**config.mk**
```make
export PLATFORM = sky130hd
export DESIGN_NAME = sfir_mac
export DESIGN_NICKNAME = d
export VERILOG_FILES = /design/src/sfir_pkg.sv /design/src/sfir_mac.sv
export SDC_FILE = /design/constraint.sdc
export NUM_CORES = 1
export LEC_CHECK = 0
export ABC_CLOCK_PERIOD_IN_PS = 18500
export BUFFER_PORTS_ARGS = -buffer_cell sky130_fd_sc_hd__buf_2
export CAP_MARGIN = 20
export CELL_PAD_IN_SITES_DETAIL_PLACEMENT = 0
export CELL_PAD_IN_SITES_GLOBAL_PLACEMENT = 2
export CORE_MARGIN = 3
export CORE_UTILIZATION = 44
export CTS_BUF_LIST = sky130_fd_sc_hd__clkbuf_4
export DETAILED_ROUTE_END_ITERATION = 6
export HOLD_SLACK_MARGIN = 0.03
export PLACE_DENSITY_LB_ADDON = 0.15
export SLEW_MARGIN = 10
export SYNTH_ARGS = -nofsm -noshare
export SYNTH_HDL_FRONTEND = slang
export SYNTH_SLANG_ARGS = --single-unit
```
**constraint.sdc**
```tcl
create_clock -name clk -period 18.5 [get_ports clk]
set_input_delay 0.925 -clock clk [delete_from_list [all_inputs] [get_ports clk]]
set_output_delay 0.925 -clock clk [all_outputs]
set_load 0.01 [all_outputs]
```
**src/sfir_pkg.sv**
```systemverilog
// ----------------------------------------------------------------------------
// Stereo symmetric FIR package
// Sizes, sample and control types, and the coefficient table, which is built
// from a windowed sinc at elaboration.
// ----------------------------------------------------------------------------
package sfir_pkg;

  localparam int HALF_TAPS   = 128;
  localparam int FS_HZ       = 192000;
  localparam int CUTOFF_HZ   = 24000;
  localparam int COEF_BITS   = 16;

  localparam int FRAC     = COEF_BITS - 1;
  localparam int SAMPLE_W = 16;
  localparam int CNT_W    = (HALF_TAPS > 2) ? $clog2(HALF_TAPS) : 1;
  localparam int PAIR_W   = SAMPLE_W + 1;
  localparam int PROD_W   = PAIR_W + COEF_BITS;
  localparam int ACC_W    = PROD_W + CNT_W + 1;

  localparam longint unsigned FS_HZ_X2 = 2 * FS_HZ;
  localparam longint unsigned TWO_HALF = 2 * HALF_TAPS;

  localparam logic signed [ACC_W-1:0] RND_HALF = ACC_W'(1) << (FRAC - 1);
  localparam logic signed [ACC_W-1:0] OUT_MAX  = ACC_W'(32767);
  localparam logic signed [ACC_W-1:0] OUT_MIN  = -ACC_W'(32768);

  typedef logic signed [SAMPLE_W-1:0]  sample_w_t;
  typedef logic signed [COEF_BITS-1:0] coef_t;
  typedef coef_t                       coef_rom_t [HALF_TAPS];

  typedef struct packed {
    sample_w_t left;
    sample_w_t right;
  } sample_t;

  typedef struct packed {
    logic shift;
    logic rotate;
  } cell_ctrl_t;

  typedef struct packed {
    logic clear;
    logic en;
  } mac_ctrl_t;

  typedef struct packed {
    logic s1_valid;
    logic s2_valid;
  } mac_stat_t;

  // Arctangent of 2^-i in Q32 turns.
  localparam longint ATAN_TURNS [32] = '{
    64'sh20000000, 64'sh12E4051E, 64'sh09FB385B, 64'sh051111D4, 64'sh028B0D43,
    64'sh0145D7E1, 64'sh00A2F61E, 64'sh00517C55, 64'sh0028BE53, 64'sh00145F2F,
    64'sh000A2F98, 64'sh000517CC, 64'sh00028BE6, 64'sh000145F3, 64'sh0000A2FA,
    64'sh0000517D, 64'sh000028BE, 64'sh0000145F, 64'sh00000A30, 64'sh00000518,
    64'sh0000028C, 64'sh00000146, 64'sh000000A3, 64'sh00000051, 64'sh00000029,
    64'sh00000014, 64'sh0000000A, 64'sh00000005, 64'sh00000003, 64'sh00000001,
    64'sh00000001, 64'sh00000000
  };

  // Round to nearest with halves going up, then shift right.
  function automatic longint round_shift(longint v, int s);
    return (v + (64'sd1 <<< (s - 1))) >>> s;
  endfunction

  // 32-step rotation in Q32 turns; returns the sine or the cosine in Q30.
  function automatic longint cordic(logic [31:0] a, bit want_sin);
    longint x;
    longint y;
    longint z;
    longint dx;
    longint dy;
    logic [31:0] aa;
    bit neg;
    x   = 64'sd652032874;
    y   = 64'sd0;
    aa  = a;
    neg = 1'b0;
    if (aa[31:30] == 2'd1 || aa[31:30] == 2'd2) begin
      aa[31] = ~aa[31];
      neg    = 1'b1;
    end
    z = longint'($signed(aa));
    for (int i = 0; i < 32; i++) begin
      dx = y >>> i;
      dy = x >>> i;
      if (z >= 0) begin
        x = x - dx;
        y = y + dy;
        z = z - ATAN_TURNS[i];
      end else begin
        x = x + dx;
        y = y - dy;
        z = z + ATAN_TURNS[i];
      end
    end
    if (neg) begin
      x = -x;
      y = -y;
    end
    return want_sin ? y : x;
  endfunction

  // One coefficient: windowed sinc at distance k from the centre tap.
  function automatic longint coef_val(int k);
    longint unsigned num;
    longint unsigned ph;
    longint unsigned d;
    longint unsigned mag;
    longint unsigned n;
    longint unsigned rem;
    longint unsigned qv;
    longint s1;
    longint c2;
    longint w;
    longint sw;
    longint p;
    longint val;
    logic [31:0] a1;
    logic [31:0] a2;
    if (k == 0) begin
      num = longint'(CUTOFF_HZ) << (FRAC + 1);
      val = longint'((num + longint'(FS_HZ)) / FS_HZ_X2);
    end else begin
      ph  = (longint'(CUTOFF_HZ) * longint'(k)) % FS_HZ;
      a1  = 32'((ph << 32) / FS_HZ);
      a2  = 32'((longint'(k) << 32) / TWO_HALF);
      s1  = cordic(a1, 1'b1);
      c2  = cordic(a2, 1'b0);
      w   = 64'sd579820585 + round_shift(64'sd493921239 * c2, 30);
      sw  = round_shift(s1 * w, 30);
      p   = sw * 64'sd341782638;
      d   = longint'(k) << (60 - FRAC);
      mag = (p < 0) ? longint'(-p) : longint'(p);
      n   = mag + (d >> 1);
      // Shift-and-subtract quotient.
      rem = '0;
      qv  = '0;
      for (int i = 63; i >= 0; i--) begin
        rem = (rem << 1) | longint'(n[i]);
        if (rem >= d) begin
          rem   = rem - d;
          qv[i] = 1'b1;
        end
      end
      val = (p < 0) ? -longint'(qv) : longint'(qv);
    end
    if (val > (64'sd1 <<< FRAC) - 1) begin
      val = (64'sd1 <<< FRAC) - 1;
    end else if (val < -(64'sd1 <<< FRAC)) begin
      val = -(64'sd1 <<< FRAC);
    end
    return val;
  endfunction

  function automatic coef_rom_t build_rom();
    coef_rom_t r;
    for (int k = 0; k < HALF_TAPS; k++) begin
      r[k] = coef_t'(coef_val(k));
    end
    return r;
  endfunction

  localparam coef_rom_t COEF_ROM = build_rom();

endpackage

```
**src/sfir_mac.sv**
```systemverilog
// ----------------------------------------------------------------------------
// Stereo FIR multiply-accumulate
// Adds a mirrored sample pair, multiplies it by a half coefficient and
// accumulates; the result is rounded and saturated to Q1.15.
// ----------------------------------------------------------------------------
module sfir_mac import sfir_pkg::*; (
  input  logic       clk,
  input  logic       rst,
  input  mac_ctrl_t  ctrl,
  input  sample_w_t  near_s,
  input  sample_w_t  far_s,
  input  coef_t      coef,
  output mac_stat_t  stat,
  output sample_w_t  result
);

  logic signed [PAIR_W-1:0] pair;
  coef_t                    coef_q;
  logic signed [PROD_W-1:0] prod;
  logic signed [ACC_W-1:0]  acc;
  logic signed [ACC_W-1:0]  rounded;
  logic signed [ACC_W-1:0]  shifted;
  logic                     v1;
  logic                     v2;

  always_ff @(posedge clk) begin
    if (rst) begin
      v1 <= 1'b0;
      v2 <= 1'b0;
    end else begin
      v1 <= ctrl.en;
      v2 <= v1;
    end
  end

  always_ff @(posedge clk) begin
    pair   <= PAIR_W'(near_s) + PAIR_W'(far_s);
    coef_q <= coef;
    prod   <= PROD_W'(pair) * PROD_W'(coef_q);
  end

  always_ff @(posedge clk) begin
    if (ctrl.clear) begin
      acc <= '0;
    end else if (v2) begin
      acc <= acc + ACC_W'(prod);
    end
  end

  always_comb begin
    rounded = acc + RND_HALF;
    shifted = rounded >>> FRAC;
    if (shifted > OUT_MAX) begin
      result = OUT_MAX[SAMPLE_W-1:0];
    end else if (shifted < OUT_MIN) begin
      result = OUT_MIN[SAMPLE_W-1:0];
    end else begin
      result = shifted[SAMPLE_W-1:0];
    end
  end

  assign stat.s1_valid = v1;
  assign stat.s2_valid = v2;

endmodule

```
==> results.md <==
* Clock Tree Buf Depth at 2
* Row cnt at 70
* Cells after Synth at 1,896
* Worst Hold End: coef_q[14]
* Area of the multi-input gates at 12,900 um^2
* Final hold vios at 0
* Synth Area per Inst at 8.80 um^2
* Fin crit share at 36.9%
* Chip width at 201 um
* R2r endpoint: prod[32]
* Chip Height at 201 um
* Final GP Congestion at 0.832
* Seq cells post-synth at 109
* Largest net degree at the start of global routing at 46
* Top cells by count, synth: inv_1 (364), fa_1 (278), nand2_1 (194)
* Synthesized area at 16,700 um^2
* Final ANT Viol Nets at 0
* Root buffer cell: clkbuf_4
* Async set or reset register ratio after synthesis at 0%
* Total setup buffers inserted after CTS at 0
* DR DRC count at 0
* CP endpoint kind: flip-flop
* Clk_skew at 28.0 ps
* Reg2Reg Launch Point: pair[16]
* Clk sinks at 109
* Post-synth EDFFs at 0
* Die area at 40,300 um^2
* # setup viols final at 0
* Grt met3 use at 2.06%
* Worst reg-to-reg setup slack at 11,680 ps
* CP arrival at 7320 ps
* Post-synth top flop: dfxtp_1
* Post-DR vias/cell at 4.96
* Layer with the highest usage: met2
* Slew headroom at 36.4%
* Total Wirelength at 38,000 um
* Post-DR wirelength/cell at 15.7 um
* Dpl hpwl at 31,200 um
* Worst Path Max Fanout at 16
* Htree depth at 3
* Share of cells above drive strength 1 at 5.37%
* Share of the synthesized area in the top cell type at 33.4%
* Hold depth at 1
* Antenna violations before repair at 1
* Grt ovf at 0
* Hold Buf Count CTS at 0
* Least-Margin Pin Slew at 952 ps
* Global-route wire length before repair at 64,500 um
* DRT Pass-1 Iters at 5
* P&R area growth vs syn at 5.21%
* Max_cap viols at 0
* CTS clk-pin slew, worst paths at 180 ps
* Count leader, synth: inv_1
* # IOs at 70
* Synth cell types at 69
* CTS tree: built
* All-Layer GR Usage at 19.6%
* Skew-Pair Late Insertion Delay at 560 ps
* Ys Warns at 0
* Hold WC Path Type: in -> reg
* RSZ-0062 raised after global routing: false
* Status: finished, final reports clean
* Largest area contributor in the netlist: fa_1
* Num CTS Buffers at 9
* FF/Latch Area at 2180 um^2
* Hold Startpoint: coef[14]
* Met1 GRT Util at 28.4%
* Ranking of synthesized cells by area: fa_1 (33%), dfxtp_1 (13%), ha_1 (11%), inv_1 (8.2%), and2_1 (4.7%)
* Fmax at 147 MHz
* Crit Path Category: reg -> reg
* R2R cell count at 20
* Total Neg Setup Slack at 0 ps
* Vias at 12,000
* Final Max Slew Viols at 0
* Vias in the first global route at 12,700
* Syn nets at 2,367
* Required @ worst endpoint at 19,000 ps
* Starting Density at 45.1%
* Met2 Resource Use GR at 31.6%
* Core Area at 37,000 um^2
* Nets at 2,384
* DRT iter0 DRCs at 425
* Layout filler cell count at 3,740
* IO Port Bufs at 69
* Tmin final at 6820 ps
* CTS resizes at 0
* CP Launch Type: flip-flop
* Seq/Total Area, Yosys at 13.1%
==> critical path, stage by stage (launching register included) <==
cell and delay (ps):
dfxtp_1 710, nand2_1 220, fa_1 600, inv_1 70
fa_1 930, inv_1 200, fa_1 560, inv_1 50
fa_1 460, fa_1 550, inv_1 50, fa_1 520
inv_1 40, ha_1 360, and3_1 220, a22o_1 240
o41ai_1 220, o21ai_1 170, a211o_1 280, a21oi_1 170
xnor2_1 130
==> worst max-delay path by stage <==
stage	start	slack (ps)	depth (start not counted)	end
finish	pair[16]	11680	20	prod[32]
global route	pair[16]	11240	20	prod[32]
CTS	pair[16]	11620	20	prod[32]
detailed placement	coef_q[4]	11660	20	prod[32]
global placement	coef_q[5]	11710	20	prod[32]
floorplan	pair[16]	12160	21	prod[32]
==> layout by cell type, fill, tap and decap left out, types with 3 or more instances in the layout <==
cell type / count
a211o_1: 5
a211oi_1: 19
a21o_1: 48
a21oi_1: 80
a31oi_1: 8
and2_1: 126
and3_1: 11
buf_2: 69
clkbuf_4: 10
dfxtp_1: 108
fa_1: 278
ha_1: 141
inv_1: 364
mux2i_1: 17
nand2_1: 194
nand2b_1: 17
nand3_1: 26
nand4_1: 10
nor2_1: 101
nor2b_1: 11
nor3_1: 17
nor3b_1: 5
nor4_1: 4
o2111ai_1: 3
o211ai_1: 6
o21a_1: 8
o21ai_0: 44
o21ai_1: 11
o21ai_2: 3
o21bai_1: 6
o22ai_1: 3
o311ai_0: 5
o31a_1: 3
o31ai_1: 8
or3_1: 3
xnor2_1: 70
xor2_1: 28
==> final cells by class <==
cell class / count / area share, %
Clock buffer: 10 / 0.428
Sequential cell: 109 / 12.4
Multi-Input combinational cell: 1358 / 73.3
Inverter: 364 / 7.79
Antenna cell: 1 / 0.0143
Tap cell: 504 / 3.59
Clock inverter: 6 / 0.399
Timing Repair Buffer: 71 / 2.05
==> sequential cells by signal, summed over array words and instances, names as in the netlist <==
signal,count
v2,1
prod,33
acc,41
v1,1
coef_q,16
pair,17
==> cell families (layout without fill, tap and decap cells) <==
logic type	count (synthesis)	in the layout	synth area share (%)
buf+inv	429	451	9.82
simple gates	539	539	15.7
fa+ha+maj	419	419	43.9
mux	17	17	1.02
other cells	0	1	0
compound gates	285	285	11.3
flops	109	109	13.1
xor+xnor	98	98	5.15
==> metrics by stage <==
step / hold WS, ps / instance area [um^2] / utilization, % / cells / setup WS [ps]
3_3_place_gp: 437 / 17400 / 47.1 / 2406 / 11710
4_1_cts: 380 / 17500 / 47.5 / 2422 / 11620
5_1_grt: 422 / 17500 / 47.5 / 2423 / 11240
2_1_floorplan: 439 / 16700 / - / 1896 / 12160
6_report: 449 / 17500 / 47.5 / 2423 / 11680
3_5_place_dp: 445 / 17400 / 47.1 / 2406 / 11660
==> per-layer routing <==
| metal | share of wire [%] | wire length (um) | up-vias |
|---|---|---|---|
| li1 | - | - | 6008 |
| met1 | 51 | 19500 | 5817 |
| met2 | 44 | 16800 | 158 |
| met3 | 2.7 | 1040 | 28 |
| met4 | 1.7 | 644 | 0 |
| met5 | 0 | 0 | - |
Power is left out: the tool's default activity adds up to more than one toggle a clock period on the data nets, which glitch-free logic cannot reach.
