===== config.mk =====
export PLATFORM = sky130hd
export DESIGN_NAME = sfir_cell
export DESIGN_NICKNAME = d
export VERILOG_FILES = /design/src/sfir_pkg.sv /design/src/sfir_cell.sv
export SDC_FILE = /design/constraint.sdc
export NUM_CORES = 1
export LEC_CHECK = 0
export ABC_AREA = 1
export ABC_CLOCK_PERIOD_IN_PS = 1900
export BUFFER_PORTS_ARGS = -buffer_cell sky130_fd_sc_hd__buf_2
export CORE_UTILIZATION = 35
export CTS_BUF_LIST = sky130_fd_sc_hd__clkbuf_8
export CTS_CLUSTER_DIAMETER = 100
export CTS_CLUSTER_SIZE = 40
export DETAILED_ROUTE_END_ITERATION = 12
export HOLD_SLACK_MARGIN = 0.03
export PLACE_DENSITY = 0.65
export REMOVE_ABC_BUFFERS = 1
export SYNTH_ARGS = -nofsm -noshare
export SYNTH_HDL_FRONTEND = slang
export SYNTH_SLANG_ARGS = --single-unit

===== constraint.sdc =====
create_clock -name clk -period 1.9 [get_ports clk]
set_clock_uncertainty 0.05 [all_clocks]
set_input_delay 0.095 -clock clk [delete_from_list [all_inputs] [get_ports clk]]
set_output_delay 0.095 -clock clk [all_outputs]
set_load 0.005 [all_outputs]

===== src/sfir_pkg.sv =====
// ----------------------------------------------------------------------------
// Stereo symmetric FIR package
// Sizes, sample and control types, and the coefficient table, which is built
// from a windowed sinc at elaboration.
// ----------------------------------------------------------------------------
package sfir_pkg;

  localparam int HALF_TAPS   = 128;
  localparam int FS_HZ       = 192000;
  localparam int CUTOFF_HZ   = 24000;
  localparam int COEF_BITS   = 16;

  localparam int FRAC     = COEF_BITS - 1;
  localparam int SAMPLE_W = 16;
  localparam int CNT_W    = (HALF_TAPS > 2) ? $clog2(HALF_TAPS) : 1;
  localparam int PAIR_W   = SAMPLE_W + 1;
  localparam int PROD_W   = PAIR_W + COEF_BITS;
  localparam int ACC_W    = PROD_W + CNT_W + 1;

  localparam longint unsigned FS_HZ_X2 = 2 * FS_HZ;
  localparam longint unsigned TWO_HALF = 2 * HALF_TAPS;

  localparam logic signed [ACC_W-1:0] RND_HALF = ACC_W'(1) << (FRAC - 1);
  localparam logic signed [ACC_W-1:0] OUT_MAX  = ACC_W'(32767);
  localparam logic signed [ACC_W-1:0] OUT_MIN  = -ACC_W'(32768);

  typedef logic signed [SAMPLE_W-1:0]  sample_w_t;
  typedef logic signed [COEF_BITS-1:0] coef_t;
  typedef coef_t                       coef_rom_t [HALF_TAPS];

  typedef struct packed {
    sample_w_t left;
    sample_w_t right;
  } sample_t;

  typedef struct packed {
    logic shift;
    logic rotate;
  } cell_ctrl_t;

  typedef struct packed {
    logic clear;
    logic en;
  } mac_ctrl_t;

  typedef struct packed {
    logic s1_valid;
    logic s2_valid;
  } mac_stat_t;

  // Arctangent of 2^-i in Q32 turns.
  localparam longint ATAN_TURNS [32] = '{
    64'sh20000000, 64'sh12E4051E, 64'sh09FB385B, 64'sh051111D4, 64'sh028B0D43,
    64'sh0145D7E1, 64'sh00A2F61E, 64'sh00517C55, 64'sh0028BE53, 64'sh00145F2F,
    64'sh000A2F98, 64'sh000517CC, 64'sh00028BE6, 64'sh000145F3, 64'sh0000A2FA,
    64'sh0000517D, 64'sh000028BE, 64'sh0000145F, 64'sh00000A30, 64'sh00000518,
    64'sh0000028C, 64'sh00000146, 64'sh000000A3, 64'sh00000051, 64'sh00000029,
    64'sh00000014, 64'sh0000000A, 64'sh00000005, 64'sh00000003, 64'sh00000001,
    64'sh00000001, 64'sh00000000
  };

  // Round to nearest with halves going up, then shift right.
  function automatic longint round_shift(longint v, int s);
    return (v + (64'sd1 <<< (s - 1))) >>> s;
  endfunction

  // 32-step rotation in Q32 turns; returns the sine or the cosine in Q30.
  function automatic longint cordic(logic [31:0] a, bit want_sin);
    longint x;
    longint y;
    longint z;
    longint dx;
    longint dy;
    logic [31:0] aa;
    bit neg;
    x   = 64'sd652032874;
    y   = 64'sd0;
    aa  = a;
    neg = 1'b0;
    if (aa[31:30] == 2'd1 || aa[31:30] == 2'd2) begin
      aa[31] = ~aa[31];
      neg    = 1'b1;
    end
    z = longint'($signed(aa));
    for (int i = 0; i < 32; i++) begin
      dx = y >>> i;
      dy = x >>> i;
      if (z >= 0) begin
        x = x - dx;
        y = y + dy;
        z = z - ATAN_TURNS[i];
      end else begin
        x = x + dx;
        y = y - dy;
        z = z + ATAN_TURNS[i];
      end
    end
    if (neg) begin
      x = -x;
      y = -y;
    end
    return want_sin ? y : x;
  endfunction

  // One coefficient: windowed sinc at distance k from the centre tap.
  function automatic longint coef_val(int k);
    longint unsigned num;
    longint unsigned ph;
    longint unsigned d;
    longint unsigned mag;
    longint unsigned n;
    longint unsigned rem;
    longint unsigned qv;
    longint s1;
    longint c2;
    longint w;
    longint sw;
    longint p;
    longint val;
    logic [31:0] a1;
    logic [31:0] a2;
    if (k == 0) begin
      num = longint'(CUTOFF_HZ) << (FRAC + 1);
      val = longint'((num + longint'(FS_HZ)) / FS_HZ_X2);
    end else begin
      ph  = (longint'(CUTOFF_HZ) * longint'(k)) % FS_HZ;
      a1  = 32'((ph << 32) / FS_HZ);
      a2  = 32'((longint'(k) << 32) / TWO_HALF);
      s1  = cordic(a1, 1'b1);
      c2  = cordic(a2, 1'b0);
      w   = 64'sd579820585 + round_shift(64'sd493921239 * c2, 30);
      sw  = round_shift(s1 * w, 30);
      p   = sw * 64'sd341782638;
      d   = longint'(k) << (60 - FRAC);
      mag = (p < 0) ? longint'(-p) : longint'(p);
      n   = mag + (d >> 1);
      // Shift-and-subtract quotient.
      rem = '0;
      qv  = '0;
      for (int i = 63; i >= 0; i--) begin
        rem = (rem << 1) | longint'(n[i]);
        if (rem >= d) begin
          rem   = rem - d;
          qv[i] = 1'b1;
        end
      end
      val = (p < 0) ? -longint'(qv) : longint'(qv);
    end
    if (val > (64'sd1 <<< FRAC) - 1) begin
      val = (64'sd1 <<< FRAC) - 1;
    end else if (val < -(64'sd1 <<< FRAC)) begin
      val = -(64'sd1 <<< FRAC);
    end
    return val;
  endfunction

  function automatic coef_rom_t build_rom();
    coef_rom_t r;
    for (int k = 0; k < HALF_TAPS; k++) begin
      r[k] = coef_t'(coef_val(k));
    end
    return r;
  endfunction

  localparam coef_rom_t COEF_ROM = build_rom();

endpackage


===== src/sfir_cell.sv =====
// ----------------------------------------------------------------------------
// Stereo FIR history cell
// Holds one stereo sample; loads from the shift neighbor when a new word
// arrives and from the rotate neighbor while the filter sweeps.
// ----------------------------------------------------------------------------
module sfir_cell import sfir_pkg::*; (
  input  logic       clk,
  input  logic       rst,
  input  cell_ctrl_t ctrl,
  input  sample_t    shift_in,
  input  sample_t    rot_in,
  output sample_t    q
);

  always_ff @(posedge clk) begin
    if (rst) begin
      q <= '0;
    end else if (ctrl.shift) begin
      q <= shift_in;
    end else if (ctrl.rotate) begin
      q <= rot_in;
    end
  end

endmodule


==> results.md, run 1 <==
- Number of nets in the layout: 403
- Max frequency: 0.965 GHz
- Cell area after synthesis: around 1600 um^2
- Initial antenna violation count: 0
- Min-Delay Startpoint: shift_in[7]
- Cells after Synth: 244
- RSZ-0062 raised after global routing: no
- Clock edge transition at the registers on the reported setup and hold paths: 0.06 ns
- Routed len/inst: 10.2 um
- CP startpoint kind: primary input
- Hold Path Class: in2reg
- Placement Setup Slack: 0.584 ns
- Via count: 1735
- Average size of a mapped cell: 6.63 um^2
- Routability cong.: 0.732
- Post-CTS Hold Buffers: 0
- Post-synth EDFFs: 0
- Vias per inst: approximately 4.5
- Routed WL: 3.92 mm
- Multi-input gate area: 726 um^2
- Min Tclk post-route: 1.04 ns
- Biggest regs: q x32
- Final hold violation count: 0
- Biggest register: q
- Number of DRC markers in iteration 0: 91
- Setup WS post-layout: between 0.8 and 0.9 ns
- # IOs: 100
- Gr usage total: 17.3%
- Largest register FFs: 32
- Reg-to-reg endpoint: q[16]
- Die width: approximately 70 um
- Slew HR: 56.7%
- Largest net degree at the start of global routing: 34
- Worst EP required: 2.06 ns
- Register-to-Register Path Depth: 4
- CTS tree: built
- Total congestion overflow: 0
- Ant diodes: 0
- Yosys top cell area share: around two fifths
- Reg-to-Reg Start: q[16]
- Hold Path End: q[7]
- Total negative setup slack: 0 ns
- Crit path arrival time: 1.20 ns
- Ys async rst share: 0%
- Synth top area cells: dfxtp_1 (40%), nand2_1 (20%), nand3_1 (20%), inv_1 (7.7%), nand2_2 (3.9%)
- Final Instance Area: 2140 um^2
- Final setup viols: 0
- DP HPWL: around 2.8 mm
- Final Cycle Share: 54.6%
- Leakage: 1.35 nW
- Cell Chain, Critical Path: buf_2 -> nor2_8 -> nand2_1 -> nand3_1 -> nand2_1 -> inv_1
- Worst-path maximum fanout: 33
- Seq/Total Area, Yosys: around 40%
- Pwr Density: about 680 nW/um^2
- Layout area overhead: 32.2%
- Fill count: between 400 and 500
- Crit path capture type: flip-flop
- Max-cap violation count: 0
- Worst skew pair latency: around 0.26 ns
- Worst path most repeated cell: nand2_1
- Count of cell types in the netlist: 12
- Cts repair resizes: 0
- Area leader, netlist: dfxtp_1
- Final Power: 1.46 mW
- Total core area: 4380 um^2
- Register bit total from synthesis: 32
- Hold Crit Depth: 5
- Peak VDD IR: 0.369 mV
- First-pass DRT Iterations: 4
- DRC viols: 0
- Clock Tree Buf Depth: 2
- Num Clock Sinks: 32
- Most common library cells after synthesis: nand2_1 (86), nand3_1 (64), inv_1 (33)
- Synth warn: 0
- CP Class: in2reg
- Status: complete, no violations
- Crit-path max cell delay: 0.49 ns
- Cell Area, Placed: 2070 um^2
- Vias in the first global route: 1702
- Slew Limit Fails: 0
- Critical-path top delay cell: nor2_8
- Rows: 24
- Die ar.: 4900 um^2
- Reg2Reg Setup Slack: 1.20 ns
- Initial Util: 36.9%
- H-tree depth: 2
- Port bufs: 99
- Synth Flop Type: dfxtp_1
- Register area: 641 um^2
- Count leader, synth: nand2_1
- Share of cells above drive strength 1: 35.4%
- CTS Root Cell: clkbuf_8
- Inserted Clock Buffers: 5
- First-pass GRT wire length: 6.89 mm
- Worst Max-Slew Pin Slew: 0.650 ns
- Die height: roughly 70 um
- Routed Antenna Nets: 0
- Post-CTS Setup Inserts: 0
[worst max path at each step]
stage	from	to	slack, ns	cells after the start
final	ctrl[0]	q[3]	0.86	6
after detailed placement	ctrl[0]	q[3]	0.58	6
after floorplan	rst	q[0]	1.08	3
after global placement	ctrl[0]	q[9]	0.60	6
after global routing	ctrl[0]	q[14]	0.69	6
after CTS	ctrl[0]	q[3]	0.88	6
[layer usage]
layer	global-route usage, %	wire [um]	vias up
met2	30.7	1850	65
met3	4.04	269	5
met5	0	0	-
met4	6.00	39	0
met1	20.4	1760	740
li1	-	-	925
[power by group]
part | internal [mW] | switching [mW] | total (mW) | leakage [nW]
Sequential | 0.717 | 0.0250 | 0.742 | 0.265
Clock | 0.235 | 0.207 | 0.442 | 0.0359
Combinational | 0.132 | 0.143 | 0.275 | 1.05
[layout make-up]
class	count	share of cell area [%]
well taps	52	3.04
flip-flops and latches	32	30.0
repair buffers	101	23.9
inverters	34	5.97
multi-input cells	161	33.9
clock buffers	5	3.22
[worst max-delay path: cells and delay by family]
family	cells	cell delay, ns
AND/OR/NAND/NOR	4	0.73
buffers and inverters	2	0.37
[stage by stage]
| step | util [%] | std cells | hold slack (ns) |
|---|---|---|---|
| 2_1_floorplan | - | 227 | 0.245 |
| 3_3_place_gp | 47.2 | 380 | 0.335 |
| 3_5_place_dp | 47.2 | 380 | 0.346 |
| 4_1_cts | 48.8 | 385 | 0.0591 |
| 5_1_grt | 48.8 | 385 | 0.0865 |
| 6_report | 48.8 | 385 | 0.0649 |
[cell families after synthesis]
family,share of synthesized area [%]
simple gates,44.9
buf+inv,15.5
flops,39.6
[cell usage in the layout, fill, tap and decap left out, drive strengths merged]
| cell | n |
|---|---|
| buf | 101 |
| nand2 | 96 |
| nand3 | 64 |
| inv | 34 |
| dfxtp | 32 |
| clkbuf | 5 |
| nor2 | 1 |
(Power assumes the default switching activity.)
==> inputs of run 2 (changes only) <==
ABC_CLOCK_PERIOD_IN_PS = 1000   (was 1900)
clock period = 1 ns   (was 1.9 ns; I/O delays follow)
==> results.md, run 2 (synthesis results as in run 1) <==
- Min Tclk post-route: a little under 0.9 ns
- Most common cell after layout, fill and taps aside: buf_2
- Routed len/inst: 10.2 um
- Total congestion overflow: 0
- Die width: 70.0 um
- Largest register FFs: 32
- Largest net degree at the start of global routing: 33
- H-tree depth: 2
- DRC viols: 0
- Routed Antenna Nets: 0
- Status: complete, no violations
- Worst skew pair latency: 0.28 ns
- Crit path arrival time: 0.76 ns
- First-pass GRT wire length: 7.57 mm
- Commonest non-fill, non-tap cells in the layout: buf_2 (99), nand2_1 (86), nand3_1 (64), inv_1 (33)
- Via count: 1866
- End-of-flow core utilization: 58.7%
- CP startpoint kind: flip-flop
- Clock edge transition at the registers on the reported setup and hold paths: 0.06 ns
- Final cell count without fillers: 424
- Routability cong.: 0.739
- Met3 WL: between 200 and 300 um
- Final setup viols: 0
- Worst-path maximum fanout: 2
- Die height: 70.0 um
- Initial Util: between 30% and 40%
- Cell Chain, Critical Path: buf_2
- Vias in the first global route: 1841
- Share of cells above drive strength 1: 33.6%
- Cell family with most CP delay: flip-flops
- Top Metal Used: met4
- Worst Max-Slew Pin Slew: between 0.5 and 0.6 ns
- Met2 wire len: 2.06 mm
- Max frequency: 1.16 GHz
- Final Cycle Share: between 80 and 90%
- Hold Path Class: in2reg
- CTS tree: built
- # IOs: 100
- Port bufs: 99
- Layout area overhead: 59.1%
- Inserted Clock Buffers: 5
- Post-CTS Setup Inserts: 0
- Number of buffers and inverters on the critical path: 1
- CTS Root Cell: clkbuf_8
- Rows: 24
- Worst EP required: 0.90 ns
- Placed Cells: approximately 390
- Biggest regs: q x32
- M1 wire length: 1.96 mm
- Biggest register: q
- Number of DRC markers in iteration 0: 56
- Crit-path max cell delay: ~0.36 ns
- Die ar.: 4900 um^2
- Slew Limit Fails: 0
- Routed WL: around 4.3 mm
- Final Power: roughly 3.1 mW
- DP HPWL: 2.82 mm
- Final hold violation count: 0
- Crit path capture type: output pin
- First-pass DRT Iterations: 4
- Num Clock Sinks: 32
- Gr usage total: 19.1%
- Number of nets in the layout: 440
- Total core area: 4380 um^2
- Clock Tree Buf Depth: 2
- Hold WS: 0.0351 ns
- Pwr Density: 1220 nW/um^2
- RSZ-0062 raised after global routing: no
- Initial antenna violation count: 0
- Peak VDD IR: 0.658 mV
- CP Class: reg2out
- Max-cap violation count: 0
- Slew HR: about 65%
- Critical-path top delay cell: dfxtp_1
- Ant diodes: 0
- Vias per inst: roughly 4.4
- Leakage: 1.54 nW
run 2: worst paths after layout:
check / endpoint / slack (ns) / from / cells past startpoint
hold reg to reg: q[8] / 0.48 / q[8] / 4
hold / removal: q[26] / 0.04 / shift_in[26] / 5
setup / recovery: q[23] / 0.14 / q[23] / 1
setup reg to reg: q[23] / 0.31 / q[23] / 4
run 2: area by class of cell:
type / count / area [um^2]
inverter: 34 / 128
clock buffer: 7 / 96.3
multi-input combinational: 161 / 726
timing repair buffer: 138 / 918
sequential: 32 / 641
fill: 410 / 1810
tap: 52 / 65.1
run 2: power breakdown:
part	switching, mW	total [mW]	internal, mW
combinational	0.299	0.665	0.366
clock	0.446	1.06	0.612
sequential	0.0452	1.41	1.36
total	0.791	3.13	2.34
run 2: what timing repair did:
action,CTS,global route
hold buffers,32,0
hold endpoints to repair,31,0
gates resized for setup,0,0
run 2: routing by layer:
metal	vias to the layer above	global-route usage, %
met5	-	0
met4	0	6.67
met3	6	5.19
met2	64	33.3
met1	797	22.5
li1	999	-
run 2: per-stage QoR:
step	area (um^2)	worst slack (ns)	TNS, ns
6_report	2570	0.135	0
5_1_grt	2570	0.0909	0
4_1_cts	2570	0.132	0
3_5_place_dp	2160	-0.0530	-0.710
3_3_place_gp	2160	-0.0208	-0.269
2_1_floorplan	1490	0.229	0
